### src/rtl/tcgr_pkg.sv
package tcgr_pkg;

  // cell geometry
  localparam int unsigned GlyphWidth  = 8;
  localparam int unsigned GlyphHeight = 8;
  localparam int unsigned GlyphRows   = 7;

  // control characters
  localparam logic [7:0] CharLf = 8'd10;
  localparam logic [7:0] CharCr = 8'd13;

  // register indexes on the apb port
  localparam logic [1:0] RegEnabled = 2'd0;
  localparam logic [1:0] RegWidth   = 2'd1;
  localparam logic [1:0] RegHeight  = 2'd2;
  localparam logic [1:0] RegPitch   = 2'd3;

  // configuration seen by the datapath
  typedef struct packed {
    logic        enabled;
    logic [12:0] width;
    logic [12:0] height;
    logic [13:0] pitch;
  } cfg_t;

  // one character job handed to the raster walker
  typedef struct packed {
    logic [7:0]  code;
    logic [31:0] fg;
    logic [12:0] x0;
    logic [3:0]  nx;
    logic [3:0]  ny;
    logic [26:0] row_base;
  } job_t;

  // upper-case letters, leave the rest
  function automatic logic [7:0] to_upper(input logic [7:0] code);
    logic [7:0] res;
    res = code;
    if (code >= 8'h61 && code <= 8'h7a) begin
      res = code - 8'h20;
    end
    return res;
  endfunction

  // 5x7 font, row 0 in the top bits; unknown codes give '?'
  function automatic logic [34:0] glyph_rows(input logic [7:0] code);
    logic [34:0] r;
    unique case (to_upper(code))
      8'h41: r = {5'h0e, 5'h11, 5'h11, 5'h1f, 5'h11, 5'h11, 5'h11};
      8'h42: r = {5'h1e, 5'h11, 5'h11, 5'h1e, 5'h11, 5'h11, 5'h1e};
      8'h43: r = {5'h0e, 5'h11, 5'h10, 5'h10, 5'h10, 5'h11, 5'h0e};
      8'h44: r = {5'h1e, 5'h11, 5'h11, 5'h11, 5'h11, 5'h11, 5'h1e};
      8'h45: r = {5'h1f, 5'h10, 5'h10, 5'h1e, 5'h10, 5'h10, 5'h1f};
      8'h46: r = {5'h1f, 5'h10, 5'h10, 5'h1e, 5'h10, 5'h10, 5'h10};
      8'h47: r = {5'h0e, 5'h11, 5'h10, 5'h17, 5'h11, 5'h11, 5'h0f};
      8'h48: r = {5'h11, 5'h11, 5'h11, 5'h1f, 5'h11, 5'h11, 5'h11};
      8'h49: r = {5'h0e, 5'h04, 5'h04, 5'h04, 5'h04, 5'h04, 5'h0e};
      8'h4a: r = {5'h07, 5'h02, 5'h02, 5'h02, 5'h12, 5'h12, 5'h0c};
      8'h4b: r = {5'h11, 5'h12, 5'h14, 5'h18, 5'h14, 5'h12, 5'h11};
      8'h4c: r = {5'h10, 5'h10, 5'h10, 5'h10, 5'h10, 5'h10, 5'h1f};
      8'h4d: r = {5'h11, 5'h1b, 5'h15, 5'h15, 5'h11, 5'h11, 5'h11};
      8'h4e: r = {5'h11, 5'h19, 5'h15, 5'h13, 5'h11, 5'h11, 5'h11};
      8'h4f: r = {5'h0e, 5'h11, 5'h11, 5'h11, 5'h11, 5'h11, 5'h0e};
      8'h50: r = {5'h1e, 5'h11, 5'h11, 5'h1e, 5'h10, 5'h10, 5'h10};
      8'h51: r = {5'h0e, 5'h11, 5'h11, 5'h11, 5'h15, 5'h12, 5'h0d};
      8'h52: r = {5'h1e, 5'h11, 5'h11, 5'h1e, 5'h14, 5'h12, 5'h11};
      8'h53: r = {5'h0f, 5'h10, 5'h10, 5'h0e, 5'h01, 5'h01, 5'h1e};
      8'h54: r = {5'h1f, 5'h04, 5'h04, 5'h04, 5'h04, 5'h04, 5'h04};
      8'h55: r = {5'h11, 5'h11, 5'h11, 5'h11, 5'h11, 5'h11, 5'h0e};
      8'h56: r = {5'h11, 5'h11, 5'h11, 5'h11, 5'h11, 5'h0a, 5'h04};
      8'h57: r = {5'h11, 5'h11, 5'h11, 5'h15, 5'h15, 5'h15, 5'h0a};
      8'h58: r = {5'h11, 5'h11, 5'h0a, 5'h04, 5'h0a, 5'h11, 5'h11};
      8'h59: r = {5'h11, 5'h11, 5'h0a, 5'h04, 5'h04, 5'h04, 5'h04};
      8'h5a: r = {5'h1f, 5'h01, 5'h02, 5'h04, 5'h08, 5'h10, 5'h1f};
      8'h30: r = {5'h0e, 5'h11, 5'h13, 5'h15, 5'h19, 5'h11, 5'h0e};
      8'h31: r = {5'h04, 5'h0c, 5'h04, 5'h04, 5'h04, 5'h04, 5'h0e};
      8'h32: r = {5'h0e, 5'h11, 5'h01, 5'h02, 5'h04, 5'h08, 5'h1f};
      8'h33: r = {5'h1e, 5'h01, 5'h01, 5'h0e, 5'h01, 5'h01, 5'h1e};
      8'h34: r = {5'h02, 5'h06, 5'h0a, 5'h12, 5'h1f, 5'h02, 5'h02};
      8'h35: r = {5'h1f, 5'h10, 5'h10, 5'h1e, 5'h01, 5'h01, 5'h1e};
      8'h36: r = {5'h0e, 5'h10, 5'h10, 5'h1e, 5'h11, 5'h11, 5'h0e};
      8'h37: r = {5'h1f, 5'h01, 5'h02, 5'h04, 5'h08, 5'h08, 5'h08};
      8'h38: r = {5'h0e, 5'h11, 5'h11, 5'h0e, 5'h11, 5'h11, 5'h0e};
      8'h39: r = {5'h0e, 5'h11, 5'h11, 5'h0f, 5'h01, 5'h01, 5'h0e};
      8'h5b: r = {5'h0e, 5'h08, 5'h08, 5'h08, 5'h08, 5'h08, 5'h0e};
      8'h5d: r = {5'h0e, 5'h02, 5'h02, 5'h02, 5'h02, 5'h02, 5'h0e};
      8'h28: r = {5'h02, 5'h04, 5'h08, 5'h08, 5'h08, 5'h04, 5'h02};
      8'h29: r = {5'h08, 5'h04, 5'h02, 5'h02, 5'h02, 5'h04, 5'h08};
      8'h3a: r = {5'h00, 5'h04, 5'h04, 5'h00, 5'h04, 5'h04, 5'h00};
      8'h2f: r = {5'h01, 5'h01, 5'h02, 5'h04, 5'h08, 5'h10, 5'h10};
      8'h2d: r = {5'h00, 5'h00, 5'h00, 5'h1f, 5'h00, 5'h00, 5'h00};
      8'h3d: r = {5'h00, 5'h00, 5'h1f, 5'h00, 5'h1f, 5'h00, 5'h00};
      8'h2e: r = {5'h00, 5'h00, 5'h00, 5'h00, 5'h00, 5'h0c, 5'h0c};
      8'h2c: r = {5'h00, 5'h00, 5'h00, 5'h00, 5'h0c, 5'h04, 5'h08};
      8'h3b: r = {5'h00, 5'h04, 5'h04, 5'h00, 5'h04, 5'h04, 5'h08};
      8'h5f: r = {5'h00, 5'h00, 5'h00, 5'h00, 5'h00, 5'h00, 5'h1f};
      8'h20: r = {5'h00, 5'h00, 5'h00, 5'h00, 5'h00, 5'h00, 5'h00};
      default: r = {5'h1f, 5'h11, 5'h02, 5'h04, 5'h04, 5'h00, 5'h04};
    endcase
    return r;
  endfunction

endpackage

### src/rtl/tcgr_font_rom.sv
module tcgr_font_rom import tcgr_pkg::*; (
  input  logic       clk_i,
  input  logic       en_i,
  input  logic [7:0] code_i,
  input  logic [2:0] row_i,
  output logic [4:0] row_bits_o
);

  logic [34:0] rows;
  logic [4:0]  row_bits_d;
  logic [4:0]  row_bits_q;

  // pick one glyph row, the bottom cell row is blank
  always_comb begin
    rows = glyph_rows(code_i);
    unique case (row_i)
      3'd0:    row_bits_d = rows[34:30];
      3'd1:    row_bits_d = rows[29:25];
      3'd2:    row_bits_d = rows[24:20];
      3'd3:    row_bits_d = rows[19:15];
      3'd4:    row_bits_d = rows[14:10];
      3'd5:    row_bits_d = rows[9:5];
      3'd6:    row_bits_d = rows[4:0];
      default: row_bits_d = 5'd0;
    endcase
  end

  // synchronous read port, holds while the pipe stalls
  always_ff @(posedge clk_i) begin
    if (en_i) begin
      row_bits_q <= row_bits_d;
    end
  end

  assign row_bits_o = row_bits_q;

endmodule

### src/rtl/tcgr_regs.sv
module tcgr_regs import tcgr_pkg::*; (
  input  logic        clk_i,
  input  logic        rst_ni,
  input  logic        psel,
  input  logic        penable,
  input  logic        pwrite,
  input  logic [3:0]  paddr,
  input  logic [31:0] pwdata,
  output logic [31:0] prdata,
  output logic        pready,
  output cfg_t        cfg_o
);

  cfg_t cfg_q;
  logic wr_en;

  assign pready = 1'b1;
  assign wr_en  = psel & penable & pwrite;

  // register writes
  always_ff @(posedge clk_i or negedge rst_ni) begin
    if (!rst_ni) begin
      cfg_q <= '0;
    end else if (wr_en) begin
      unique case (paddr[3:2])
        RegEnabled: cfg_q.enabled <= pwdata[0];
        RegWidth:   cfg_q.width   <= pwdata[12:0];
        RegHeight:  cfg_q.height  <= pwdata[12:0];
        RegPitch:   cfg_q.pitch   <= pwdata[13:0];
        default:    cfg_q         <= cfg_q;
      endcase
    end
  end

  // read back
  always_comb begin
    unique case (paddr[3:2])
      RegEnabled: prdata = {31'd0, cfg_q.enabled};
      RegWidth:   prdata = {19'd0, cfg_q.width};
      RegHeight:  prdata = {19'd0, cfg_q.height};
      RegPitch:   prdata = {18'd0, cfg_q.pitch};
      default:    prdata = '0;
    endcase
  end

  assign cfg_o = cfg_q;

endmodule

### src/rtl/tcgr_raster.sv
module tcgr_raster import tcgr_pkg::*; (
  input  logic        clk_i,
  input  logic        rst_ni,
  input  logic [13:0] pitch_i,
  input  logic        start_i,
  input  job_t        job_i,
  output logic        slot_free_o,
  output logic        out_valid_o,
  input  logic        out_ready_i,
  output logic [26:0] pixel_offset_o,
  output logic [31:0] pixel_value_o,
  output logic        last_pixel_o
);

  // walker state
  logic        active_q, active_d;
  job_t        job_q;
  logic [2:0]  gx_q, gx_d;
  logic [2:0]  gy_q, gy_d;
  logic [26:0] base_q, base_d;

  // stage one: waits for the font row
  logic        s1_valid_q;
  logic [26:0] s1_offset_q;
  logic [2:0]  s1_gx_q;
  logic [31:0] s1_fg_q;
  logic        s1_last_q;

  // output register
  logic        out_valid_q;
  logic [26:0] out_offset_q;
  logic [31:0] out_value_q;
  logic        out_last_q;

  logic        adv;
  logic        row_end;
  logic        walk_last;
  logic [26:0] pix_offset;
  logic [4:0]  row_bits;
  logic        pix_on;

  assign adv       = !out_valid_q || out_ready_i;
  assign row_end   = ({1'b0, gx_q} == job_q.nx - 4'd1);
  assign walk_last = row_end && ({1'b0, gy_q} == job_q.ny - 4'd1);
  assign pix_offset = base_q + {14'd0, job_q.x0} + {24'd0, gx_q};

  assign slot_free_o = !active_q || (adv && walk_last);

  tcgr_font_rom u_font_rom (
    .clk_i      (clk_i),
    .en_i       (adv),
    .code_i     (job_q.code),
    .row_i      (gy_q),
    .row_bits_o (row_bits)
  );

  // walk the visible part of the cell, row by row
  always_comb begin
    active_d = active_q;
    gx_d     = gx_q;
    gy_d     = gy_q;
    base_d   = base_q;
    if (start_i) begin
      active_d = 1'b1;
      gx_d     = '0;
      gy_d     = '0;
      base_d   = job_i.row_base;
    end else if (active_q && adv) begin
      if (walk_last) begin
        active_d = 1'b0;
      end else if (row_end) begin
        gx_d   = '0;
        gy_d   = gy_q + 3'd1;
        base_d = base_q + {13'd0, pitch_i};
      end else begin
        gx_d = gx_q + 3'd1;
      end
    end
  end

  always_ff @(posedge clk_i or negedge rst_ni) begin
    if (!rst_ni) begin
      active_q    <= 1'b0;
      s1_valid_q  <= 1'b0;
      out_valid_q <= 1'b0;
    end else begin
      active_q <= active_d;
      if (adv) begin
        s1_valid_q  <= active_q;
        out_valid_q <= s1_valid_q;
      end
    end
  end

  // payload registers
  always_ff @(posedge clk_i) begin
    gx_q   <= gx_d;
    gy_q   <= gy_d;
    base_q <= base_d;
    if (start_i) begin
      job_q <= job_i;
    end
    if (adv) begin
      s1_offset_q  <= pix_offset;
      s1_gx_q      <= gx_q;
      s1_fg_q      <= job_q.fg;
      s1_last_q    <= walk_last;
      out_offset_q <= s1_offset_q;
      out_value_q  <= pix_on ? s1_fg_q : 32'd0;
      out_last_q   <= s1_last_q;
    end
  end

  // glyph sits in cell columns one to five
  always_comb begin
    unique case (s1_gx_q)
      3'd1:    pix_on = row_bits[4];
      3'd2:    pix_on = row_bits[3];
      3'd3:    pix_on = row_bits[2];
      3'd4:    pix_on = row_bits[1];
      3'd5:    pix_on = row_bits[0];
      default: pix_on = 1'b0;
    endcase
  end

  assign out_valid_o    = out_valid_q;
  assign pixel_offset_o = out_offset_q;
  assign pixel_value_o  = out_value_q;
  assign last_pixel_o   = out_last_q;

  // a new job only lands in a free slot
  a_start_free: assert property (@(posedge clk_i) disable iff (!rst_ni)
    start_i |-> slot_free_o)
    else $error("job started while walker busy");

  // a started job is walking next cycle
  a_start_active: assert property (@(posedge clk_i) disable iff (!rst_ni)
    start_i |=> active_q)
    else $error("job lost after start");

  // walker stays inside the visible window
  a_walk_bounds: assert property (@(posedge clk_i) disable iff (!rst_ni)
    active_q |-> ({1'b0, gx_q} < job_q.nx) && ({1'b0, gy_q} < job_q.ny))
    else $error("walker out of cell window");

  // the final pixel of a job shows up in stage one as last
  a_last_flow: assert property (@(posedge clk_i) disable iff (!rst_ni)
    (active_q && adv && walk_last) |=> (s1_valid_q && s1_last_q))
    else $error("last pixel mark lost");

endmodule

### src/rtl/text_console_glyph_renderer.sv
// Text console glyph renderer: draws one character per input item as an
// 8x8 cell of 32-bit pixels at a text cursor and advances the cursor.
// Input channel (in_valid_i/in_ready_o): char_code_i and fg_color_i.
// Output channel (out_valid_o/out_ready_i): one pixel write per item,
// pixel_offset_o = y*pitch+x, pixel_value_o, last_pixel_o on the final one.
// Configuration goes through the apb port: enabled, screen width, screen
// height and line pitch at byte addresses 0, 4, 8 and 12.
// A drawn character gives one pixel per cycle while the receiver does not
// stall, for the part of its cell that lies on screen, nx*ny pixels, at most
// 64. The raster walker sets that rate; the next character is taken in the
// cycle the walker issues the last pixel of the current one. Line feed,
// carriage return, disabled and fully off-screen characters are taken and
// give nothing. The first pixel goes from the walker registers through
// stage one, with the registered font rom read, to the output register.
// Reset clears the registers, the cursor and the pipeline valid bits.
// When the receiver stalls the whole pixel pipeline holds and the output
// register keeps its item; new input items wait once the walker is busy.
module text_console_glyph_renderer import tcgr_pkg::*; (
  input  logic        clk_i,
  input  logic        rst_ni,
  input  logic        psel,
  input  logic        penable,
  input  logic        pwrite,
  input  logic [3:0]  paddr,
  input  logic [31:0] pwdata,
  output logic [31:0] prdata,
  output logic        pready,
  input  logic        in_valid_i,
  output logic        in_ready_o,
  input  logic [7:0]  char_code_i,
  input  logic [31:0] fg_color_i,
  output logic        out_valid_o,
  input  logic        out_ready_i,
  output logic [26:0] pixel_offset_o,
  output logic [31:0] pixel_value_o,
  output logic        last_pixel_o
);

  cfg_t        cfg;
  logic        slot_free;
  logic        accept;
  logic        is_lf;
  logic        is_cr;
  logic        start;
  job_t        job;

  logic [9:0]  col_q, col_d;
  logic [9:0]  row_q, row_d;
  logic [9:0]  row_inc;
  logic [10:0] col_inc;
  logic [12:0] x0;
  logic [12:0] y0;
  logic [12:0] x_room;
  logic [12:0] y_room;
  logic [3:0]  nx;
  logic [3:0]  ny;

  tcgr_regs u_regs (
    .clk_i   (clk_i),
    .rst_ni  (rst_ni),
    .psel    (psel),
    .penable (penable),
    .pwrite  (pwrite),
    .paddr   (paddr),
    .pwdata  (pwdata),
    .prdata  (prdata),
    .pready  (pready),
    .cfg_o   (cfg)
  );

  assign in_ready_o = slot_free;
  assign accept     = in_valid_i && slot_free;
  assign is_lf      = (char_code_i == CharLf);
  assign is_cr      = (char_code_i == CharCr);

  // visible part of the cell at the cursor
  always_comb begin
    x0     = {col_q, 3'b000};
    y0     = {row_q, 3'b000};
    x_room = cfg.width - x0;
    y_room = cfg.height - y0;
    if (cfg.width <= x0) begin
      nx = 4'd0;
    end else if (x_room >= 13'd8) begin
      nx = 4'd8;
    end else begin
      nx = x_room[3:0];
    end
    if (cfg.height <= y0) begin
      ny = 4'd0;
    end else if (y_room >= 13'd8) begin
      ny = 4'd8;
    end else begin
      ny = y_room[3:0];
    end
  end

  assign start = accept && cfg.enabled && !is_lf && !is_cr && (nx != 4'd0) && (ny != 4'd0);

  // job for the walker, the row base product is registered in the walker
  always_comb begin
    job.code     = char_code_i;
    job.fg       = fg_color_i;
    job.x0       = x0;
    job.nx       = nx;
    job.ny       = ny;
    job.row_base = 27'(y0 * cfg.pitch);
  end

  // cursor update, rows wrap at the bottom with no scrolling
  always_comb begin
    row_inc = row_q + 10'd1;
    if (row_inc >= cfg.height[12:3]) begin
      row_inc = '0;
    end
    col_inc = {1'b0, col_q} + 11'd1;
    col_d   = col_q;
    row_d   = row_q;
    if (accept && cfg.enabled) begin
      priority if (is_lf) begin
        col_d = '0;
        row_d = row_inc;
      end else if (is_cr) begin
        col_d = '0;
      end else if ((col_inc + 11'd1) >= {1'b0, cfg.width[12:3]}) begin
        col_d = '0;
        row_d = row_inc;
      end else begin
        col_d = col_inc[9:0];
      end
    end
  end

  always_ff @(posedge clk_i or negedge rst_ni) begin
    if (!rst_ni) begin
      col_q <= '0;
      row_q <= '0;
    end else begin
      col_q <= col_d;
      row_q <= row_d;
    end
  end

  tcgr_raster u_raster (
    .clk_i          (clk_i),
    .rst_ni         (rst_ni),
    .pitch_i        (cfg.pitch),
    .start_i        (start),
    .job_i          (job),
    .slot_free_o    (slot_free),
    .out_valid_o    (out_valid_o),
    .out_ready_i    (out_ready_i),
    .pixel_offset_o (pixel_offset_o),
    .pixel_value_o  (pixel_value_o),
    .last_pixel_o   (last_pixel_o)
  );

endmodule

### config.mk
export PLATFORM = sky130hd
export DESIGN_NAME = text_console_glyph_renderer
export DESIGN_NICKNAME = d
export VERILOG_FILES = /design/src/rtl/tcgr_pkg.sv /design/src/rtl/tcgr_font_rom.sv /design/src/rtl/tcgr_regs.sv /design/src/rtl/tcgr_raster.sv /design/src/rtl/text_console_glyph_renderer.sv
export SDC_FILE = /design/constraint.sdc
export NUM_CORES = 1
export LEC_CHECK = 0
export ABC_AREA = 1
export BUFFER_PORTS_ARGS = -buffer_cell sky130_fd_sc_hd__buf_2
export CORE_AREA = 2 2 190 192
export CTS_CLUSTER_SIZE = 14
export DETAILED_ROUTE_END_ITERATION = 12
export DIE_AREA = 0 0 192 194
export GPL_TIMING_DRIVEN = 0
export PLACE_DENSITY = 0.82
export SETUP_SLACK_MARGIN = 0.15
export SLEW_MARGIN = 10
export SYNTH_ARGS = -nofsm -noshare
export SYNTH_HDL_FRONTEND = slang
export SYNTH_MEMORY_MAX_BITS = 65536
export SYNTH_SLANG_ARGS = --single-unit
### constraint.sdc
create_clock -name clk_i -period 7.42 [get_ports clk_i]
set_input_delay 1.113 -clock clk_i [delete_from_list [all_inputs] [get_ports clk_i]]
set_output_delay 1.113 -clock clk_i [all_outputs]
set_load 0.02 [all_outputs]
==> results_dict.tcl, run 1 <==
set metrics [dict create \
    seq_area_mm2 0.00809 \
    seqPwrFrac_pct 40.3 \
    grt_util_all_layers_pct 35.0 \
    cts_sinks 283 \
    crit-reg2reg-launch "row_q[9]" \
    portBuffers 138 \
    firstDrtPassIters 6 \
    htreeDepth 1 \
    hpwlAfterDp_um 49700 \
    cts_tree "yes" \
    multi_input_comb_area_mm2 0.0113 \
    reg2reg_depth 21 \
    finalCriticalPeriod_ns 5.88 \
    drt-initial-drc-count 1713 \
    grt_antenna_before_repair 0 \
    yosysUniqueCellTypes 61 \
    maxCapViolations 0 \
    grt_pass1_vias 19100 \
    arrival_ns 6.22 \
    yosysSeqAreaShare_pct 37.4 \
    ios 178 \
    synth-edff-count 210 \
    fill_cells 2867 \
    p_switching_uw 2330 \
    status "finished clean" \
    syn2layout_area_growth_pct 11.0 \
    layoutNonFillerInstCount 3318 \
    finalCoreUtilization_pct 68.2 \
    hold_violations 0 \
    die_w_um 192 \
    finish.instance_area_mm2 0.0240 \
    fmax_ghz 0.170 \
    ant_nets 0 \
    syn_inst 2644 \
    grt_pass1_wl_um 102000 \
    power_leakage_uw 0.0123 \
    synth_most_common_cell "nand2_1" \
    clockPowerShare_pct 25.4 \
    setup-tns-final_ns 0 \
    path_clk_slew_ns 0.08 \
    grt_setup_unrepaired "no" \
    numCtsBuffers 30 \
    worst_pin_slew_ns 1.07 \
    grt_max_degree 93 \
    worst-path-max-fanout 10 \
    die_h_um 194 \
    worstSetupPathType "reg -> reg" \
    internal_power_uw 3680 \
    core_mm2 0.0352 \
    synth_top_flop_cell "edfxtp_1" \
    hold_path_class "in -> async" \
    die-area_mm2 0.0372 \
    crit_path_end_kind "register" \
    antenna_cells 0 \
    drc_errors 0 \
    combPwrFrac_pct 34.3 \
    ys_seq_elements 283 \
    synthTopCellsByArea "edfxtp_1, nand2_1, fa_1, ha_1, inv_1" \
    slew_violations 0 \
    dp_cells 3262 \
    p_per_area_mw_per_mm2 250 \
    period_share_pct 79.2 \
    wl_per_cell_um 19.3 \
    cp.required_ns 7.77 \
    vias_per_cell 5.79 \
    nNetsFinal 3163 \
    clk_path_buf_depth 3 \
    postCtsSetupBuffers 0 \
    post_cts_resized 0 \
    start_util_pct 61.5 \
    vias 19200 \
    finalSetupViolCount 0 \
    holdBufCountCts 0 \
    synth.cell_area_mm2 0.0217 \
    insertion_delay_ns 0.59 \
    placed_area_mm2 0.0230 \
    async_reset_ff_share_pct 22.6 \
    p_sw_share_pct 38.7 \
    synth_largest_area_cell "edfxtp_1" \
    synth_warnings 0 \
    avgSynthCellArea_um2 8.19 \
    rows 69 \
    slew_headroom_pct 28.5 \
    drive_gt1_share_pct 10.6 \
    finalClockSkew_ns 0.0271 \
    cts-root-buf "clkbuf_16" \
    synth_top_area_share_pct 29.1 \
    r2r_setup_slack_ns 1.54 \
    ys_top_cells_by_count "nand2_1, inv_1, edfxtp_1" \
    place.gp.congestion 0.999 \
    worstSetupStartpointType "register" \
    max-vdd-ir-drop_mv 0.304 \
    wirelength_um 64000 \
    r2r-end "u_raster.base_q[23]" \
    grt_overflow 0 \
]
[stage by stage]
| stage | total power (uW) | worst slack, ns | hold slack [ns] |
|---|---|---|---|
| after floorplan | 3770 | 1.73 | 0.400 |
| final | 6000 | 1.54 | 0.418 |
| after CTS | 5980 | 1.63 | 0.413 |
| after detailed placement | 4450 | 1.62 | 0.407 |
| after global placement | 4360 | 0.304 | 0.401 |
| after global routing | 6330 | 1.20 | 0.428 |
[layout make-up]
class	instances	area share, %
multi-input combinational	1802	47.1
sequential	283	33.6
inverter	466	7.30
tap	461	2.40
clock buffer	36	3.26
timing repair buffer	140	3.11
clock inverter	20	0.854
buffer	110	2.34
[state kept, by name, summed over array words and instances (netlist names), 3 cells and up]
register,count
u_regs.cfg_o,41
u_raster.job_q,58
u_raster.u_font_rom.row_bits_o,5
u_raster.s1_offset_q,27
u_raster.pixel_offset_o,27
u_raster.s1_gx_q,3
u_raster.pixel_value_o,32
u_raster.gx_q,3
col_q,10
u_raster.base_q,27
row_q,10
u_raster.s1_fg_q,32
u_raster.gy_q,3
[how the worst max path moves through the flow]
stage / cells past startpoint / slack, ns / startpoint / end
floorplan: 9 / 1.73 / out_ready_i / u_raster.job_q[27]
global placement: 10 / 0.30 / out_ready_i / u_raster.job_q[82]
detailed placement: 21 / 1.62 / row_q[9] / u_raster.base_q[23]
CTS: 21 / 1.63 / row_q[9] / u_raster.base_q[26]
global route: 23 / 1.20 / row_q[1] / u_raster.base_q[26]
finish: 21 / 1.54 / row_q[9] / u_raster.base_q[23]
[power groups by stage]
stage	registers [uW]	clock network [uW]	logic (uW)
final	2420	1530	2060
after global routing	2450	1590	2290
after CTS	2410	1530	2030
after detailed placement	2430	0	2010
after global placement	2440	0	1930
after floorplan	2550	0	1220
[cell usage in the layout, fill, tap and decap left out, drive strengths merged, types with 4 or more instances in the layout]
master and n:
o21ai 202, o22ai 6, buf 199, o221ai 14, edfxtp 210, nand3b 7, fa 98, xnor2 22
clkbuf 87, a31oi 9, nand2 636, inv 466, ha 149, nand4 57, xor2 54, o21bai 5
or2 12, dfxtp 9, conb 19, nor2 187, dfrtp 64, a22oi 7, a21boi 4, a21oi 120
clkinv 14, a21o 4, nor3 27, o31ai 8, o211ai 6, nand3 120, nor4 10
[critical path, cell delays in order (launching register included)]
cell and delay (ns):
dfrtp_1 0.32, clkbuf_1 0.38, clkbuf_1 0.51, nand2_1 0.16, fa_1 0.53, fa_1 0.55
inv_1 0.05, fa_1 0.50, fa_1 0.54, inv_1 0.05, fa_1 0.53, inv_1 0.04
ha_1 0.36, a21oi_1 0.29, o21ai_0 0.18, inv_1 0.10, nand2_1 0.08, nand2_1 0.07
nand3_1 0.10, xor2_1 0.15, nand4_1 0.11, nand2_1 0.06
[metal layers]
layer | routed length, um | track usage (%) | vias to the layer above | part of all wire (%)
met5 | 0 | 0 | - | 0
met4 | 3010 | 14.2 | 0 | 4.7
met3 | 6000 | 5.83 | 185 | 9.4
met2 | 29600 | 56.9 | 1009 | 46
met1 | 25500 | 46.7 | 9079 | 40
li1 | - | - | 8941 | -
[logic make-up after synthesis]
kind of cell / after synthesis / synth area share, %
buffers and inverters: 576 / 10.7
DFF: 283 / 37.4
and+or+nand+nor: 1060 / 20.7
adders and majority gates: 247 / 17.7
AOI/OAI and AO/OA: 400 / 10.5
xor gates and xnor gates: 76 / 3.07
other: 2 / 0.0347
Note: power is estimated with default switching activity, not from simulation.
==> inputs of run 2 (changes only) <==
- CORE_AREA: 2 2 190 192 -> 2 2 200 202
- DIE_AREA: 0 0 192 194 -> 0 0 202 204
- PLACE_DENSITY: 0.82 -> 0.78
- clock period: 7.42 -> 5.4 ns (I/O delays scaled with it)
==> run 2 against run 1 <==
  * Combinational power increased by 40%
  * Critical path type unchanged
  * Critical endpoint is now u_raster.base_q[26]
  * Setup slack got worse by 1.2 ns
  * Largest power group unchanged
  * Flip-flop and latch count unchanged
  * Utilization decreased by 5.1 points
  * Clock skew increased by 0.0037 ns
  * Clock power increased by 34%
==> results_dict.tcl, run 2 (synthesized netlist as in run 1, its figures left out) <==
set metrics [dict create \
    die_w_um 202 \
    rows 73 \
    drc_errors 0 \
    finalCoreUtilization_pct 63.1 \
    antenna_cells 0 \
    nNetsFinal 3180 \
    crit_path_end_kind "register" \
    cp.required_ns 5.72 \
    core_mm2 0.0392 \
    cts-root-buf "clkbuf_16" \
    numCtsBuffers 30 \
    period_share_pct 93.9 \
    crit_start "row_q[9]" \
    whs_ns 0.179 \
    r2r-end "u_raster.base_q[26]" \
    regMostFlops "u_raster.job_q" \
    firstDrtPassIters 8 \
    finish.instance_area_mm2 0.0247 \
    finalSetupViolCount 0 \
    syn2layout_area_growth_pct 14.2 \
    path_clk_slew_ns 0.06 \
    cts_tree "yes" \
    vias 19000 \
    setup-tns-final_ns 0 \
    hold_violations 0 \
    htreeDepth 1 \
    max-vdd-ir-drop_mv 0.260 \
    r2r_setup_slack_ns 0.33 \
    portBuffers 138 \
    cts_sinks 283 \
    worstSetupPathType "reg -> reg" \
    mostFrequentLayoutCell "nand2_1" \
    power_leakage_uw 0.0125 \
    grt_overflow 0 \
    vias_per_cell 5.58 \
    finalCriticalPeriod_ns 5.07 \
    grt_util_all_layers_pct 30.6 \
    hold_path_class "in -> async" \
    grt-busiest-layer "met2" \
    grt_pass1_vias 18500 \
    grtUsageMet1_pct 39.3 \
    grt_use_met2_pct 52.3 \
    drive_gt1_share_pct 14.1 \
    fmax_ghz 0.197 \
    maxCapViolations 0 \
    status "finished clean" \
    met3_usage_pct 4.08 \
    clk_path_buf_depth 3 \
    grt_pass1_wl_um 98600 \
    p_per_area_mw_per_mm2 333 \
    insertion_delay_ns 0.59 \
    wl_per_cell_um 18.7 \
    start_util_pct 55.3 \
    final_cell_mix "nand2_1, inv_1, edfxtp_1" \
    ios 178 \
    die_h_um 204 \
    placed_area_mm2 0.0232 \
    ant_nets 0 \
    worst_pin_slew_ns 1.07 \
    grt_antenna_before_repair 0 \
    worstSetupStartpointType "register" \
    grt_setup_unrepaired "no" \
    worst-path-max-fanout 10 \
    arrival_ns 5.39 \
    slew_headroom_pct 28.7 \
    slew_violations 0 \
    reg2reg_depth 20 \
    place.gp.congestion 0.975 \
    grt_max_degree 59 \
    holdBufCountCts 0 \
    hpwlAfterDp_um 49900 \
    largest_reg_flops 58 \
    wirelength_um 63500 \
    die-area_mm2 0.0412 \
    finalClockSkew_ns 0.0308 \
    fill_cells 3315 \
    finalPower_uw 8240 \
    drt-initial-drc-count 1679 \
    crit-reg2reg-launch "row_q[9]" \
]
==> run 2: per-layer routing <==
metal | vias up | share of wire [%]
met5 | - | 0
met4 | 0 | 4.6
met3 | 172 | 7.8
met2 | 851 | 47
met1 | 8972 | 40
li1 | 8977 | -
==> run 2: repair_timing <==
action / 4_1_cts / 5_1_grt
resized for setup: 62 / 122
pin swaps: 0 / 22
buffers inserted: 1 / 13
endpoints found under the setup margin: 17 / 15
gates cloned: 0 / 1
==> run 2: stage by stage <==
stage,setup WS [ns],instances
5_1_grt,0.0907,3399
2_1_floorplan,0.278,2661
6_report,0.329,3399
4_1_cts,0.142,3385
3_5_place_dp,-0.457,3328
3_3_place_gp,-0.424,3324
==> run 2: how the worst max path moves through the flow <==
stage | endpoint | slack [ns] | cells past startpoint
floorplan | u_raster.base_q[26] | 0.28 | 23
global placement | u_raster.base_q[26] | -0.42 | 23
detailed placement | u_raster.base_q[26] | -0.46 | 23
CTS | u_raster.base_q[25] | 0.14 | 19
global route | u_raster.base_q[25] | 0.09 | 19
finish | u_raster.base_q[26] | 0.33 | 20
==> run 2: worst max-delay path: stages (launching register included) <==
cell      delay [ns]
dfrtp_1         0.39
buf_6           0.14
clkbuf_8        0.17
nand2_1         0.08
inv_1           0.06
fa_1            0.55
fa_1            0.45
fa_1            0.53
fa_1            0.55
inv_1           0.05
fa_1            0.55
inv_1           0.07
ha_4            0.26
a21o_1          0.20
nor2_2          0.16
o21bai_1        0.11
nand2_1         0.07
nand3_1         0.07
xor2_1          0.16
nand4_1         0.11
nand2_1         0.07
==> run 2: power breakdown <==
group          switching, uW  internal (uW)  total [uW]  leakage [uW]
clock network            890           1160        2050      0.000476
logic                   1980            913        2890       0.00914
registers                286           3010        3290       0.00293
==> run 2: area by class of cell <==
cell class | instances | area (um^2) | area share (%)
multi-input combinational | 1802 | 11500 | 46.7
sequential | 283 | 8100 | 32.8
inverter | 466 | 1750 | 7.09
timing repair buffer | 157 | 903 | 3.65
clock buffer | 36 | 795 | 3.21
buffer | 110 | 773 | 3.13
tap | 525 | 657 | 2.66
clock inverter | 20 | 201 | 0.814
==> inputs of run 3 (changes only) <==
- CORE_AREA: 2 2 200 202 -> 2 2 212 214
- DIE_AREA: 0 0 202 204 -> 0 0 214 216
- PLACE_DENSITY: 0.78 -> 0.7
==> run 3 against run 2 <==
  * Global-route usage fell by 2.9 points
  * Clock power up 9%
  * Count of clock-buffer cells in the layout up 4
  * Utilization is 6.6 points lower
  * Die area grew 12%
  * Via count down 0.96%
  * Register-to-register slack better by 0.02 ns
  * Hold slack worse by 0.022 ns
  * Total power increased by 1.7%
  * Clock skew decreased by 0.0047 ns
  * Non-clock buffer count is 8 lower
  * Critical endpoint is now u_raster.base_q[21]
  * Largest cell class unchanged
==> results_dict.tcl, run 3 (synthesized netlist as in run 1, its figures left out) <==
set metrics [dict create \
    status "finished clean" \
    antenna_cells 0 \
    largest_reg_flops 58 \
    slew_headroom_pct 28.5 \
    fill_cells 4017 \
    r2r-end "u_raster.base_q[21]" \
    worst_pin_slew_ns 1.07 \
    rows 77 \
    crit_buf_inv 5 \
    regMostFlops "u_raster.job_q" \
    worst-path-max-fanout 10 \
    hold_path_class "in -> async" \
    worstSetupStartpointType "register" \
    maxCapViolations 0 \
    seq_area_mm2 0.00810 \
    path_clk_slew_ns 0.06 \
    whs_ns 0.156 \
    cts-root-buf "clkbuf_16" \
    final_cell_mix "nand2_1, inv_1, edfxtp_1" \
    ios 178 \
    htreeDepth 2 \
    clockPowerShare_pct 26.6 \
    slew_violations 0 \
    finish.instance_area_mm2 0.0248 \
    grt_antenna_before_repair 0 \
    slowest_stage "fa_1" \
    syn2layout_area_growth_pct 14.5 \
    fmax_ghz 0.198 \
    holdBufCountCts 0 \
    reg2reg_depth 20 \
    grt_pass1_vias 18300 \
    ant_nets 0 \
    finalCriticalPeriod_ns 5.05 \
    grt_setup_unrepaired "yes" \
    crit_path_end_kind "register" \
    finalSetupViolCount 0 \
    grt_overflow 0 \
    path_delay_family "adder cells" \
    core_mm2 0.0438 \
    grt_use_met2_pct 45.4 \
    grt_max_degree 59 \
    finalCoreUtilization_pct 56.6 \
    cp.required_ns 5.71 \
    clk_path_buf_depth 3 \
    p_switching_uw 3210 \
    worstSetupPathType "reg -> reg" \
    grtUsageMet1_pct 37.2 \
    cpPeakStageDelay_ns 0.54 \
    grt_util_all_layers_pct 27.7 \
    max-vdd-ir-drop_mv 0.240 \
    power_leakage_uw 0.0125 \
    internal_power_uw 5170 \
    crit-reg2reg-launch "u_regs.cfg_o[4]" \
    wl_per_cell_um 18.4 \
    hold_violations 0 \
    met3_usage_pct 4.20 \
    cts_sinks 283 \
    drive_gt1_share_pct 13.6 \
    firstDrtPassIters 6 \
    period_share_pct 93.5 \
    r2r_setup_slack_ns 0.35 \
    p_sw_share_pct 38.3 \
    die-area_mm2 0.0462 \
    vias_per_cell 5.42 \
    grt_pass1_wl_um 101000 \
    place.gp.congestion 0.972 \
    die_h_um 216 \
    combPwrFrac_pct 34.1 \
    p_per_area_mw_per_mm2 338 \
    drt-initial-drc-count 1579 \
    wirelength_um 63700 \
    path_cells "buf_4, nand2_1, fa_1, inv_1, fa_1, ha_1, fa_1, inv_1, fa_1, inv_1, ha_1, nand2_1, inv_1, a21oi_1, o21ai_1, nand3_1, nand2_1, xor2_1, nand4_1, nand2_1" \
    seqPwrFrac_pct 39.3 \
    start_util_pct 49.4 \
    grt-busiest-layer "met2" \
    drc_errors 0 \
    arrival_ns 5.36 \
    finalClockSkew_ns 0.0260 \
    die_w_um 214 \
    insertion_delay_ns 0.56 \
    multi_input_comb_area_mm2 0.0115 \
    cts_tree "yes" \
    nNetsFinal 3177 \
    numCtsBuffers 35 \
    portBuffers 138 \
    mostFrequentLayoutCell "nand2_1" \
    placed_area_mm2 0.0232 \
    hpwlAfterDp_um 50400 \
    vias 18800 \
]
==> run 3: timing repair <==
item | CTS | global route
gates cloned | 0 | 0
buffers inserted | 1 | 6
resized for setup | 56 | 106
endpoints found under the setup margin | 16 | 15
pin swaps | 0 | 14
==> run 3: final cells by class <==
class	count	area share [%]
Inverter	466	7.08
Buffer	110	3.05
Multi-Input combinational cell	1802	46.4
Tap cell	592	2.99
Sequential cell	283	32.7
Timing Repair Buffer	149	3.36
Clock inverter	24	0.858
Clock buffer	40	3.61
==> run 3: metal layers <==
metal / share of wire [%] / up-vias
met4: 3.6 / 0
li1: - / 8988
met2: 46 / 769
met1: 43 / 8894
met3: 6.7 / 138
met5: 0 / -
==> run 3: power by group through the flow <==
stage	combinational [uW]	sequential (uW)	clock, uW
after detailed placement	2780	3340	0
after global routing	3170	3350	2360
after CTS	2810	3300	2280
after global placement	2700	3340	0
final	2850	3300	2230
after floorplan	1680	3490	0
==> run 3: metrics by stage <==
| stage | TNS [ns] | cells | worst slack, ns | power, uW |
|---|---|---|---|---|
| global route | 0 | 3466 | 0.137 | 8880 |
| finish | 0 | 3466 | 0.350 | 8380 |
| detailed placement | -4.79 | 3395 | -0.427 | 6120 |
| CTS | 0 | 3460 | 0.145 | 8390 |
| global placement | -6.95 | 3391 | -0.431 | 6040 |
| floorplan | 0 | 2661 | 0.278 | 5180 |
==> run 3: how the worst max path moves through the flow <==
stage / start / end / slack (ns) / cells past startpoint
2_1_floorplan: row_q[1] / u_raster.base_q[26] / 0.28 / 23
3_3_place_gp: row_q[1] / u_raster.base_q[26] / -0.43 / 23
3_5_place_dp: row_q[1] / u_raster.base_q[26] / -0.43 / 23
4_1_cts: row_q[3] / u_raster.base_q[26] / 0.14 / 23
5_1_grt: row_q[9] / u_raster.base_q[26] / 0.14 / 21
6_report: u_regs.cfg_o[4] / u_raster.base_q[21] / 0.35 / 20
